**src/rtl/iff_pkg.sv**
```systemverilog
// Shared types, constants and helpers for the integer field formatter.
package iff_pkg;

  localparam int CNT_W = 9;

  localparam logic [1:0] MODE_OCT = 2'd0;
  localparam logic [1:0] MODE_DEC = 2'd1;

  localparam int FL_ZERO  = 0;
  localparam int FL_LEFT  = 1;
  localparam int FL_PLUS  = 2;
  localparam int FL_BLANK = 3;
  localparam int FL_ALT   = 4;
  localparam int FL_CAPS  = 5;

  localparam logic [1:0] SZ_8  = 2'd0;
  localparam logic [1:0] SZ_16 = 2'd1;
  localparam logic [1:0] SZ_32 = 2'd2;

  localparam logic [7:0] CH_SPACE = 8'h20;
  localparam logic [7:0] CH_ZERO  = 8'h30;
  localparam logic [7:0] CH_MINUS = 8'h2d;
  localparam logic [7:0] CH_PLUS  = 8'h2b;
  localparam logic [7:0] CH_LX    = 8'h78;
  localparam logic [7:0] CH_UX    = 8'h58;
  localparam logic [7:0] CH_LA    = 8'h61;
  localparam logic [7:0] CH_UA    = 8'h41;

  typedef logic [CNT_W-1:0] cnt_t;

  typedef struct packed {
    logic [63:0] value;
    logic [1:0]  value_size;
    logic        is_signed;
    logic [1:0]  mode;
    logic [5:0]  flags;
    logic [6:0]  width;
    logic [5:0]  precision;
    logic        has_precision;
  } in_t;

  typedef struct packed {
    logic [7:0] out_char;
    logic       last;
  } out_t;

  // Region boundaries of one field, in character positions
  typedef struct packed {
    cnt_t       b_sign;
    cnt_t       b_pfx;
    cnt_t       b_zero;
    cnt_t       b_dig;
    cnt_t       b_tail;
    cnt_t       total;
    cnt_t       nd;
    logic [7:0] sign_ch;
    logic [7:0] x_ch;
    logic       upper;
  } desc_t;

  typedef struct packed {
    logic       we;
    cnt_t       addr;
    logic [3:0] digit;
    logic       push;
    desc_t      desc;
  } wr_t;

  typedef struct packed {
    logic pop;
    cnt_t addr;
  } rd_t;

  typedef enum logic {F_IDLE, F_CONV} fstate_t;

  function automatic logic [7:0] digit_char(input logic [3:0] d, input logic upper);
    logic [7:0] base;
    base = upper ? CH_UA : CH_LA;
    if (d < 4'd10) begin
      digit_char = CH_ZERO + {4'b0, d};
    end else begin
      digit_char = base + {4'b0, d} - 8'd10;
    end
  endfunction

endpackage

```
**src/rtl/iff_front.sv**
```systemverilog
// Front end: takes an item, forms the magnitude and converts it to digits.
module iff_front import iff_pkg::*; #(
  parameter int MAX_CHARS = 64
) (
  input  logic clk,
  input  logic rst_n,
  input  logic start,
  input  in_t  in_data,
  input  logic full,
  output logic busy,
  output wr_t  wr
);

  fstate_t     state_r, state_nxt;
  logic [63:0] t_r, t_nxt;
  logic [63:0] q_r, q_nxt;
  logic [3:0]  rem_r, rem_nxt;
  logic [3:0]  sub_r, sub_nxt;
  cnt_t        nd_r, nd_nxt;
  logic        dec_r, hex_r, neg_r, plus_r, space_r, alt_r, upper_r, left_r, zero_r;
  cnt_t        w_r, prec_r;

  logic        accept;
  logic [63:0] ext, mag;
  logic        neg_c;
  cnt_t        w_c, prec_c;
  logic [7:0]  q8, r8;
  logic [15:0] prod;
  logic [3:0]  qd, dig;
  logic        dig_done, fin;
  cnt_t        ndf, nde, sl, pl, nchar, pad;

  assign busy   = (state_r != F_IDLE) || full;
  assign accept = start && !busy;

  always_comb begin
    case (in_data.value_size)
      SZ_8:    ext = {{56{in_data.is_signed & in_data.value[7]}}, in_data.value[7:0]};
      SZ_16:   ext = {{48{in_data.is_signed & in_data.value[15]}}, in_data.value[15:0]};
      SZ_32:   ext = {{32{in_data.is_signed & in_data.value[31]}}, in_data.value[31:0]};
      default: ext = in_data.value;
    endcase
    neg_c = in_data.is_signed & ext[63];
    mag   = neg_c ? (64'd0 - ext) : ext;
    w_c   = (cnt_t'(in_data.width) > cnt_t'(MAX_CHARS)) ? cnt_t'(MAX_CHARS)
                                                        : cnt_t'(in_data.width);
    prec_c = in_data.has_precision ? cnt_t'(in_data.precision) : '0;
    if (prec_c > cnt_t'(MAX_CHARS - 3)) prec_c = cnt_t'(MAX_CHARS - 3);
  end

  // Digit step: decimal by long division by ten, one nibble a cycle; octal and hex by shifts
  always_comb begin
    q8   = {rem_r, t_r[63:60]};
    prod = {8'b0, q8} * 16'd205;
    qd   = prod[14:11];
    r8   = q8 - ({4'b0, qd} * 8'd10);
    q_nxt   = {q_r[59:0], qd};
    rem_nxt = rem_r;
    sub_nxt = sub_r;
    if (dec_r) begin
      dig      = r8[3:0];
      dig_done = (sub_r == 4'hf);
      t_nxt    = dig_done ? q_nxt : {t_r[59:0], 4'b0};
      rem_nxt  = dig_done ? 4'd0 : r8[3:0];
      sub_nxt  = sub_r + 4'd1;
    end else if (hex_r) begin
      dig      = t_r[3:0];
      dig_done = 1'b1;
      t_nxt    = {4'b0, t_r[63:4]};
    end else begin
      dig      = {1'b0, t_r[2:0]};
      dig_done = 1'b1;
      t_nxt    = {3'b0, t_r[63:3]};
    end
    fin = (state_r == F_CONV) && dig_done &&
          ((t_nxt == 64'd0) || (nd_r == cnt_t'(MAX_CHARS - 1)));
  end

  // Field layout once the digit count is known
  always_comb begin
    ndf   = nd_r + cnt_t'(1);
    nde   = (ndf > prec_r) ? ndf : prec_r;
    sl    = cnt_t'(neg_r | plus_r | space_r);
    pl    = !alt_r ? '0 : (hex_r ? cnt_t'(2) : (dec_r ? '0 : cnt_t'(1)));
    nchar = nde + sl + pl;
    pad   = (w_r > nchar) ? (w_r - nchar) : '0;
    wr.desc.b_sign  = (!left_r && !zero_r) ? pad : '0;
    wr.desc.b_pfx   = wr.desc.b_sign + sl;
    wr.desc.b_zero  = wr.desc.b_pfx + pl;
    wr.desc.b_dig   = wr.desc.b_zero + ((!left_r && zero_r) ? pad : '0);
    wr.desc.b_tail  = wr.desc.b_dig + nde;
    wr.desc.total   = nchar + pad;
    wr.desc.nd      = ndf;
    wr.desc.sign_ch = neg_r ? CH_MINUS : (plus_r ? CH_PLUS : CH_SPACE);
    wr.desc.x_ch    = upper_r ? CH_UX : CH_LX;
    wr.desc.upper   = upper_r;
    wr.we    = (state_r == F_CONV) && dig_done;
    wr.addr  = nd_r;
    wr.digit = dig;
    wr.push  = fin;
  end

  always_comb begin
    state_nxt = state_r;
    case (state_r)
      F_IDLE:  if (accept) state_nxt = F_CONV;
      F_CONV:  if (fin) state_nxt = F_IDLE;
      default: state_nxt = F_IDLE;
    endcase
  end

  always_comb begin
    nd_nxt = nd_r;
    if (accept) begin
      nd_nxt = '0;
    end else if ((state_r == F_CONV) && dig_done) begin
      nd_nxt = nd_r + cnt_t'(1);
    end
  end

  always_ff @(posedge clk) begin
    if (!rst_n) begin
      state_r <= F_IDLE;
    end else begin
      state_r <= state_nxt;
    end
  end

  always_ff @(posedge clk) begin
    nd_r <= nd_nxt;
    if (accept) begin
      t_r     <= mag;
      q_r     <= '0;
      rem_r   <= '0;
      sub_r   <= '0;
      dec_r   <= (in_data.mode == MODE_DEC);
      hex_r   <= (in_data.mode != MODE_DEC) && (in_data.mode != MODE_OCT);
      neg_r   <= neg_c;
      plus_r  <= in_data.flags[FL_PLUS];
      space_r <= in_data.flags[FL_BLANK];
      alt_r   <= in_data.flags[FL_ALT];
      upper_r <= in_data.flags[FL_CAPS];
      left_r  <= in_data.flags[FL_LEFT];
      zero_r  <= in_data.flags[FL_ZERO];
      w_r     <= w_c;
      prec_r  <= prec_c;
    end else if (state_r == F_CONV) begin
      t_r   <= t_nxt;
      q_r   <= q_nxt;
      rem_r <= rem_nxt;
      sub_r <= sub_nxt;
    end
  end

endmodule

```
**src/rtl/iff_queue.sv**
```systemverilog
// Two-entry field queue with its digit memory, one bank per entry.
module iff_queue import iff_pkg::*; #(
  parameter int MAX_CHARS = 64
) (
  input  logic       clk,
  input  logic       rst_n,
  input  wr_t        wr,
  input  rd_t        rd,
  output logic       full,
  output logic       empty,
  output desc_t      head,
  output logic [3:0] rd_data
);

  localparam int AW = $clog2(MAX_CHARS);

  logic [3:0]    mem [2**(AW+1)];
  desc_t         desc_r [2];
  logic          wr_ptr_r, rd_ptr_r;
  logic [1:0]    cnt_r;
  logic [3:0]    rd_data_r;

  assign full    = (cnt_r == 2'd2);
  assign empty   = (cnt_r == 2'd0);
  assign head    = desc_r[rd_ptr_r];
  assign rd_data = rd_data_r;

  always_ff @(posedge clk) begin
    if (wr.we) mem[{wr_ptr_r, wr.addr[AW-1:0]}] <= wr.digit;
    rd_data_r <= mem[{rd_ptr_r, rd.addr[AW-1:0]}];
    if (wr.push) desc_r[wr_ptr_r] <= wr.desc;
  end

  always_ff @(posedge clk) begin
    if (!rst_n) begin
      wr_ptr_r <= 1'b0;
      rd_ptr_r <= 1'b0;
      cnt_r    <= 2'd0;
    end else begin
      if (wr.push) wr_ptr_r <= !wr_ptr_r;
      if (rd.pop)  rd_ptr_r <= !rd_ptr_r;
      cnt_r <= cnt_r + {1'b0, wr.push} - {1'b0, rd.pop};
    end
  end

endmodule

```
**src/rtl/iff_back.sv**
```systemverilog
// Back end: walks the field position by position and emits one character a cycle.
module iff_back import iff_pkg::*; (
  input  logic       clk,
  input  logic       rst_n,
  input  logic       empty,
  input  desc_t      head,
  input  logic [3:0] rd_data,
  output rd_t        rd,
  output logic       out_valid,
  output out_t       out_data
);

  cnt_t       p_r;
  logic       s1_v_r, s1_mem_r, s1_last_r, s1_upper_r;
  logic [7:0] s1_lit_r;
  logic       out_valid_r;
  out_t       out_r;

  logic       go, is_mem, is_last;
  logic [7:0] lit;
  cnt_t       idx;

  always_comb begin
    go      = !empty;
    is_mem  = 1'b0;
    lit     = CH_SPACE;
    idx     = head.b_tail - cnt_t'(1) - p_r;
    is_last = (p_r == head.total - cnt_t'(1));
    if (p_r < head.b_sign) begin
      lit = CH_SPACE;
    end else if (p_r < head.b_pfx) begin
      lit = head.sign_ch;
    end else if (p_r < head.b_zero) begin
      lit = (p_r == head.b_pfx) ? CH_ZERO : head.x_ch;
    end else if (p_r < head.b_dig) begin
      lit = CH_ZERO;
    end else if (p_r < head.b_tail) begin
      // precision zeros sit above the converted digits
      is_mem = (idx < head.nd);
      lit    = CH_ZERO;
    end
    rd.addr = idx;
    rd.pop  = go && is_last;
  end

  always_ff @(posedge clk) begin
    if (!rst_n) begin
      p_r         <= '0;
      s1_v_r      <= 1'b0;
      out_valid_r <= 1'b0;
    end else begin
      if (go) p_r <= is_last ? '0 : (p_r + cnt_t'(1));
      s1_v_r      <= go;
      out_valid_r <= s1_v_r;
    end
  end

  always_ff @(posedge clk) begin
    s1_mem_r   <= is_mem;
    s1_lit_r   <= lit;
    s1_last_r  <= is_last;
    s1_upper_r <= head.upper;
    out_r.out_char <= s1_mem_r ? digit_char(rd_data, s1_upper_r) : s1_lit_r;
    out_r.last     <= s1_last_r;
  end

  assign out_valid = out_valid_r;
  assign out_data  = out_r;

endmodule

```
**src/rtl/integer_field_formatter_top.sv**
```systemverilog
// Integer field formatter top level: front converter, field queue, character emitter.
// Conversion: one digit per cycle in octal or hex; in decimal each digit comes from a
//   nibble-serial division by ten of the whole value, up to 20 digits for 64 bits.
// Emission: one character per cycle, max(width, field length) characters; each field
//   passes stage s1 and the output register; emission overlaps the next conversion.
// busy is high while converting or while both queue entries hold unsent fields.
// Synchronous active-low reset empties the queue; the receiver cannot stall out_valid.
module integer_field_formatter_top import iff_pkg::*; #(
  parameter int MAX_CHARS = 64
) (
  input  logic clk,
  input  logic rst_n,
  input  logic start,
  input  in_t  in_data,
  output logic busy,
  output logic out_valid,
  output out_t out_data
);

  wr_t        wr;
  rd_t        rd;
  logic       full, empty;
  desc_t      head;
  logic [3:0] rd_data;

  // front: accept and convert to digits
  iff_front #(.MAX_CHARS(MAX_CHARS)) u_front (
    .clk     (clk),
    .rst_n   (rst_n),
    .start   (start),
    .in_data (in_data),
    .full    (full),
    .busy    (busy),
    .wr      (wr)
  );

  // queue: field layout plus digit memory, one bank per entry
  iff_queue #(.MAX_CHARS(MAX_CHARS)) u_queue (
    .clk     (clk),
    .rst_n   (rst_n),
    .wr      (wr),
    .rd      (rd),
    .full    (full),
    .empty   (empty),
    .head    (head),
    .rd_data (rd_data)
  );

  // back: character emitter
  iff_back u_back (
    .clk       (clk),
    .rst_n     (rst_n),
    .empty     (empty),
    .head      (head),
    .rd_data   (rd_data),
    .rd        (rd),
    .out_valid (out_valid),
    .out_data  (out_data)
  );

  // a transfer in starts conversion, so the block reads busy next cycle
  a_busy_after_start: assert property (@(posedge clk) disable iff (!rst_n)
    (start && !busy) |=> busy) else $error("busy low after accepted transfer");

  // the front only finishes into a free queue entry
  a_push_not_full: assert property (@(posedge clk) disable iff (!rst_n)
    wr.push |-> !full) else $error("field pushed into full queue");

  // the emitter only retires a field that is queued
  a_pop_not_empty: assert property (@(posedge clk) disable iff (!rst_n)
    rd.pop |-> !empty) else $error("field popped from empty queue");

endmodule

```
**config.mk**
```make
export PLATFORM = sky130hd
export DESIGN_NAME = integer_field_formatter_top
export DESIGN_NICKNAME = d
export VERILOG_FILES = /design/src/rtl/iff_pkg.sv /design/src/rtl/iff_front.sv /design/src/rtl/iff_queue.sv /design/src/rtl/iff_back.sv /design/src/rtl/integer_field_formatter_top.sv
export SDC_FILE = /design/constraint.sdc
export NUM_CORES = 1
export LEC_CHECK = 0
export BUFFER_PORTS_ARGS = -buffer_cell sky130_fd_sc_hd__buf_2
export CAP_MARGIN = 20
export CORE_ASPECT_RATIO = 0.6
export CORE_MARGIN = 3
export CORE_UTILIZATION = 40
export DETAILED_ROUTE_END_ITERATION = 16
export PLACE_DENSITY = 0.66
export SLEW_MARGIN = 40
export SYNTH_ARGS = -nofsm -noshare
export SYNTH_HDL_FRONTEND = slang
export SYNTH_SLANG_ARGS = --single-unit
```
**constraint.sdc**
```tcl
create_clock -name clk -period 10.9 [get_ports clk]
set_input_delay 2.18 -clock clk [delete_from_list [all_inputs] [get_ports clk]]
set_output_delay 2.18 -clock clk [all_outputs]
set_load 0.02 [all_outputs]
```
==> results.md, run 1 <==
- Yosys warnings: 0
- Mux contribution to synthesized area: 12.2%
- Hold Fails Final Rpt: 0
- Asr flop ratio synth: 0%
- WL final: 115000 um
- Largest family of logic cells by synthesized area: multiplexers
- Final ANT Viol Nets: 0
- Max Clk Rate: 96.7 MHz
- Hold depth: 0
- Max FO, Critical Path: 14
- Seq. cell area: 24400 sq um
- Design Power: just under 9 mW
- Clk_lat worst skew: roughly 660 ps
- Row count: 91
- Count leader, synth: edfxtp_1
- Period utilization: 94.8%
- Final #Nets: between 3k and 4k
- Count of hold-fix buffers inserted at cts: 0
- Cell variety after synth: 83
- Element type at the critical path end: flop
- Vias in the first global route: 26.0k
- Setup violators final: 0
- DR iter-0 viols: 3569
- Layout Cells excl Fill: 4804
- Final GP Congestion: 0.958
- Critical Path RT: 11300 ps
- CTS max path bufs: 3
- Flop-to-flop setup slack: 560 ps
- Post-Synth Adder-Cell Area: 5.28%
- Hold Crit Class: flop to flop
- Via count: 28.0k
- LEAKAGE: 16.2 nW
- PortBufs: 101
- CP Data Arrival Time: 10740 ps
- Cts bufs inserted: between 70 and 80
- Clock Root Buffer: clkbuf_16
- Post-route DRC: 0
- 1st-pass router iterations: 5
- Clock slew at reported path FFs: about 70 ps
- First-pass GRT wire length: 172000 um
- XOR/XNOR share of the synthesized area: 2.78%
- R2r startpoint: u_front.nd_r[2]
- Clock Skew: 29.5 ps
- Worst rel slew slack: between 40 and 50%
- Register area share after synthesis: 57.7%
- Clk network pwr share: 31.0%
- Power Density: 190 nW/um^2
- Hold_ws: 328 ps
- Largest stage delay, worst path: 470 ps
- Diodes inserted: 0
- Initial antenna violation count: 1
- Worst R2R End: u_queue.desc_r[1][41]
- Post-synth top flop: edfxtp_1
- Die extent in y: 258 um
- Sequential share of power: between 40% and 50%
- HP Start: u_back.s1_last_r
- Minimum clock period: 10340 ps
- Largest net degree at the start of global routing: 109
- Sink Count: 850
- Worst R2R Path Depth: 50
- Util after Layout: 45.4%
- CTS tree: done
- Initial core utilization: 40.7%
- Core area: about 100000 sq um
- Outcome: finished, final reports clean
- Top post-synthesis cells by area: edfxtp_1, mux4_2, dfxtp_1
- Placed Cells: around 4.7k
- Worst slew pin tran: around 840 ps
- Max-Cap Viols: 0
- DIE WIDTH: 425 um
- Internal power: around 6.3 mW
- VDD IR max: 364 uV
- GRT Overall Usage: 20.7%
- Area delta synth->final: 11.5%
- DR WL/cell: 23.8 um
- Syn Area/Cell: 12.8 sq um
- Pins over their slew limit: 0
- Switching pwr: 2.66 mW
- Compound-Gate Fraction of Synth Area: roughly 8.7%
- Final non-filler cell area: ~47000 sq um
- Multi-input combinational cell area: 16800 sq um
- Area share of the largest cell type after synthesis: between 50% and 60%
- Post-DP Area: roughly 44000 sq um
- Synth cell count leaders: edfxtp_1, nand2_1, nor2_1, mux4_2, o21ai_0
- H-Tree Depth: 3
- Filler Cell Count: 9224
- Syn Std Cell Area: 42200 sq um
- Post-synth EDFFs: roughly 730
- Combinational fraction of design power: between 20% and 30%
- Synth Instances: 3297
- Critical path type: flop to flop
- Switching part of the total power: about 30%
- Post-synthesis simple-gate area fraction: 10.3%
- Vias per inst: 5.83
- Die Area: 110000 sq um
- Global route overflow: 0
- IO Count: roughly 100
- Synth Register Bits: between 800 and 900
- Critical path's slowest cell: dfxtp_2
- Share of cells above drive strength 1: about 15%
- Startpoint types: flop
- Dpl hpwl: 80900 um
- Post-synth top area cell: edfxtp_1
- Hold endpoint: u_back.out_data[0]
[cells by family (layout without fill, tap and decap cells)]
kind of cell / Yosys count / after routing
AO/OA/AOI/OAI: 587 / 587
flip-flops: 850 / 850
other: 1 / 4
buffers and inverters: 321 / 430
adder cells (fa/ha/maj): 166 / 166
XOR/XNOR: 134 / 134
AND/OR/NAND/NOR: 931 / 931
multiplexers: 307 / 307
[final cells by class]
class	count	share of cell area (%)
clock buffers	104	4.57
clock inverters	35	0.798
inverters	140	1.12
multi-input cells	2129	35.8
flip-flops and latches	850	51.8
well taps	1395	3.71
repair buffers	151	2.20
[critical path, delay by kind of cell (launching register included)]
kind / cells / cell delay (ps)
compound gates: 19 / 3510
xor+xnor: 5 / 840
fa+ha+maj: 8 / 2680
buf+inv: 8 / 840
flops: 1 / 470
mux: 1 / 220
simple gates: 9 / 1520
[stage by stage]
| stage | TNS, ps | setup WS, ps |
|---|---|---|
| 6_report | 0 | 562 |
| 5_1_grt | -179 | -89.8 |
| 4_1_cts | 0 | 81.4 |
| 3_5_place_dp | 0 | 49.2 |
| 3_3_place_gp | 0 | 248 |
| 2_1_floorplan | 0 | 1080 |
[timing repair]
item                                    in CTS  in global routing
pin swaps                                    0                  1
buffers inserted                             0                  2
resized for setup                            1                 16
endpoints found under the setup margin       2                 10
[worst max path at each step]
stage                     from               endpoint  slack, ps  depth (start not counted)
3_3_place_gp   u_front.nd_r[0]  u_queue.desc_r[1][41]        250                         48
2_1_floorplan  u_front.nd_r[2]  u_queue.desc_r[0][41]       1080                         50
3_5_place_dp   u_front.nd_r[0]  u_queue.desc_r[0][41]         50                         48
4_1_cts        u_front.nd_r[1]  u_queue.desc_r[1][41]         80                         48
6_report       u_front.nd_r[2]  u_queue.desc_r[1][41]        560                         50
5_1_grt        u_front.nd_r[1]  u_queue.desc_r[1][41]        -90                         49
[cells in the final DEF, fill, tap and decap left out, types with 14 or more instances in the layout]
| cell | count |
|---|---|
| edfxtp_1 | 734 |
| nand2_1 | 326 |
| nor2_1 | 265 |
| mux4_2 | 164 |
| o21ai_0 | 154 |
| a21oi_1 | 146 |
| ha_1 | 143 |
| inv_1 | 138 |
| mux2i_1 | 124 |
| dfxtp_1 | 106 |
| buf_2 | 101 |
| xnor2_1 | 85 |
| clkbuf_16 | 78 |
| a211oi_1 | 57 |
| nand3_1 | 53 |
| nor2b_1 | 52 |
| nor3_1 | 49 |
| xor2_1 | 43 |
| buf_4 | 34 |
| o31ai_1 | 33 |
| a31oi_1 | 30 |
| o21a_1 | 29 |
| and4_1 | 25 |
| and2_1 | 20 |
| o211ai_1 | 19 |
| nor4_1 | 19 |
| or3_1 | 19 |
| fa_1 | 19 |
| mux2_2 | 17 |
| nand4_1 | 16 |
| clkbuf_1 | 16 |
| a21o_1 | 15 |
| o22ai_1 | 14 |
| or2_2 | 14 |
[flip-flops by register name, summed over array words and instances, names as in the netlist, 6 cells and up, named ones only]
| register | cells |
|---|---|
| u_queue.desc_r | 136 |
| u_front.prec_r | 6 |
| u_back.p_r | 9 |
| u_front.q_r | 60 |
| u_queue.mem | 512 |
| u_back.out_data | 8 |
| u_front.w_r | 7 |
| u_back.s1_lit_r | 7 |
| u_front.t_r | 64 |
| u_front.nd_r | 9 |
[per-layer routing]
layer  track usage [%]  vias to the layer above  part of all wire (%)
met1              34.9                    13865                    48
met3              5.74                      103                    12
met5                 0                        -                     0
li1                  -                    12519                     -
met2              25.9                     1528                    38
met4              3.08                        0                   1.2
[power groups by stage]
| stage | registers [mW] | clock network (mW) | logic [mW] |
|---|---|---|---|
| 2_1_floorplan | 4.50 | 0 | 1.06 |
| 3_3_place_gp | 4.40 | 0 | 1.74 |
| 3_5_place_dp | 4.39 | 0 | 1.82 |
| 4_1_cts | 4.32 | 2.80 | 1.83 |
| 5_1_grt | 4.33 | 2.93 | 2.04 |
| 6_report | 4.33 | 2.76 | 1.84 |
No activity file was read; power rests on OpenSTA's default activity.
==> inputs of run 2 (changes only) <==
CTS_BUF_LIST = sky130_fd_sc_hd__clkbuf_8   (was unset)
==> run 2 against run 1 <==
Effect of this change:
- die area is the same
- worst hold slack lost 1.4 ps
- sequential cell count is the same
- critical path type unchanged
- largest power group unchanged
==> results.md, run 2 (synthesis results as in run 1) <==
- DIE WIDTH: 425 um (unchanged)
- Max FFs per register: 512 (unchanged)
- Row count: 91 (unchanged)
- Hold depth: 0 (unchanged)
- Sum Neg Setup Slack: 0 ps (unchanged)
- Period utilization: 95.5% (+0.65 points)
- DR iter-0 viols: 3576 (+0.20%)
- Sink Count: 850 (unchanged)
- Worst slew pin tran: 837 ps (-7.07 ps)
- Clock slew at reported path FFs: 70 ps (about the same)
- Area delta synth->final: 10.9%
- Critical path's slowest cell: dfxtp_2
- Die Area: 110000 sq um (unchanged)
- Count of hold-fix buffers inserted at cts: 0 (unchanged)
- Clock Skew: 48.5 ps (+19.0 ps)
- Minimum clock period: 10410 ps (+71.1 ps)
- Largest stage delay, worst path: 480 ps (about the same)
- Commonest non-fill, non-tap cell in the layout: edfxtp_1
- First-pass GRT wire length: 173000 um (+0.50%)
- Critical Path RT: 11430 ps (+130 ps)
- Util after Layout: 45.1% (-0.25 points)
- Hold_ws: 327 ps (-1.43 ps)
- Dpl hpwl: 80900 um (unchanged)
- Max-Cap Viols: 0 (unchanged)
- Clock Root Buffer: clkbuf_8
- Outcome: finished, final reports clean
- Largest net degree at the start of global routing: 109 (unchanged)
- Critical path type: flop to flop
- Core area: 104000 sq um (unchanged)
- Final GP Congestion: 0.958 (unchanged)
- Hold Crit Class: flop to flop
- IO Count: 103 (unchanged)
- GRT Overall Usage: 20.8% (+0.11 points)
- Max Clk Rate: 96.1 MHz (-0.68%)
- Critical path's top delay family: compound AO/OA/AOI/OAI gates
- Power Density: 184 nW/um^2 (-3.2%)
- PortBufs: 101 (unchanged)
- CTS tree: done
- VDD IR max: 351 uV (-3.7%)
- Setup violators final: 0 (unchanged)
- LEAKAGE: 16.2 nW (+0.31%)
- Hold Fails Final Rpt: 0 (unchanged)
- Vias in the first global route: 26.3k (+0.98%)
- Filler Cell Count: 9321 (+1.1%)
- H-Tree Depth: 3 (unchanged)
- Pins over their slew limit: 0 (unchanged)
- Global route overflow: 0 (unchanged)
- WL final: 115000 um (+0.80%)
- Placed Cells: 4662 (unchanged)
- Initial core utilization: 40.7% (unchanged)
- Final ANT Viol Nets: 0 (unchanged)
- CTS max path bufs: 3 (unchanged)
- Share of cells above drive strength 1: 16.4% (+1.0 points)
- Post-route DRC: 0 (unchanged)
- Element type at the critical path end: flop
- Clk_lat worst skew: 810 ps (+150 ps)
- Vias per inst: 5.79 (-0.64%)
- Startpoint types: flop
- Final #Nets: 3647 (+1.1%)
- Cts bufs inserted: 117 (+54%)
- Initial antenna violation count: 3 (+2)
- Max FO, Critical Path: 14 (unchanged)
- Bufs and invs on worst path: 8 (unchanged)
- Layout Cells excl Fill: 4882 (+1.6%)
- Most frequent cells in the layout: edfxtp_1, nand2_1, nor2_1, inv_1, mux4_2
- 1st-pass router iterations: 6 (+1)
- WP depth: 50 (unchanged)
- CP Data Arrival Time: 10940 ps (+200 ps)
- Worst R2R Path Depth: 50 (unchanged)
- Via count: 28.3k (+0.98%)
- Die extent in y: 258 um (unchanged)
- DR WL/cell: 23.7 um (-0.81%)
- Worst rel slew slack: 44.2% (+0.61 points)
-- run 2: stage by stage --
step / setup slack [ps] / power (mW) / cell area (sq um)
finish: 491 / 8.59 / 46800
global route: -126 / 8.99 / 46800
global placement: 248 / 6.14 / 44200
floorplan: 1080 / 5.56 / 42200
detailed placement: 49.2 / 6.21 / 44400
CTS: 7.86 / 8.62 / 46700
-- run 2: final cells by class --
| class | count | area [sq um] | area share [%] |
|---|---|---|---|
| Antenna cell | 3 | 7.51 | 0.0160 |
| Inverter | 140 | 528 | 1.13 |
| Clock inverter | 95 | 621 | 1.33 |
| Sequential cell | 850 | 24400 | 52.1 |
| Clock buffer | 119 | 1640 | 3.50 |
| Tap cell | 1395 | 1750 | 3.73 |
| Timing Repair Buffer | 151 | 1030 | 2.21 |
| Multi-Input combinational cell | 2129 | 16800 | 36.0 |
-- run 2: timing repair --
action | in CTS | in global routing
gates resized for setup | 0 | 17
setup buffers | 0 | 2
setup endpoints to repair | 0 | 10
-- run 2: worst paths after layout --
kind                                        from                     to  slack, ps
worst max-delay path             u_front.nd_r[2]  u_queue.desc_r[0][41]        490
worst min-delay path            u_back.s1_last_r     u_back.out_data[0]        330
worst max register to register   u_front.nd_r[2]  u_queue.desc_r[0][41]        490
worst min register to register  u_back.s1_last_r     u_back.out_data[0]        330
-- run 2: routing by layer --
layer  track usage (%)  routed length [um]  vias to the layer above  part of all wire [%]
met3              5.76               13900                      137                    12
met5                 0                   0                        -                     0
met1              35.0               55800                    13993                    48
met2              25.8               44300                     1540                    38
met4              3.84                1600                        0                   1.4
li1                  -                   -                    12619                     -
-- run 2: report_power, final --
| part | total, mW | internal, mW | switching, mW |
|---|---|---|---|
| combinational | 1.84 | 0.492 | 1.35 |
| clock | 2.43 | 1.17 | 1.25 |
| sequential | 4.33 | 4.24 | 0.0862 |
| total | 8.59 | 5.90 | 2.69 |
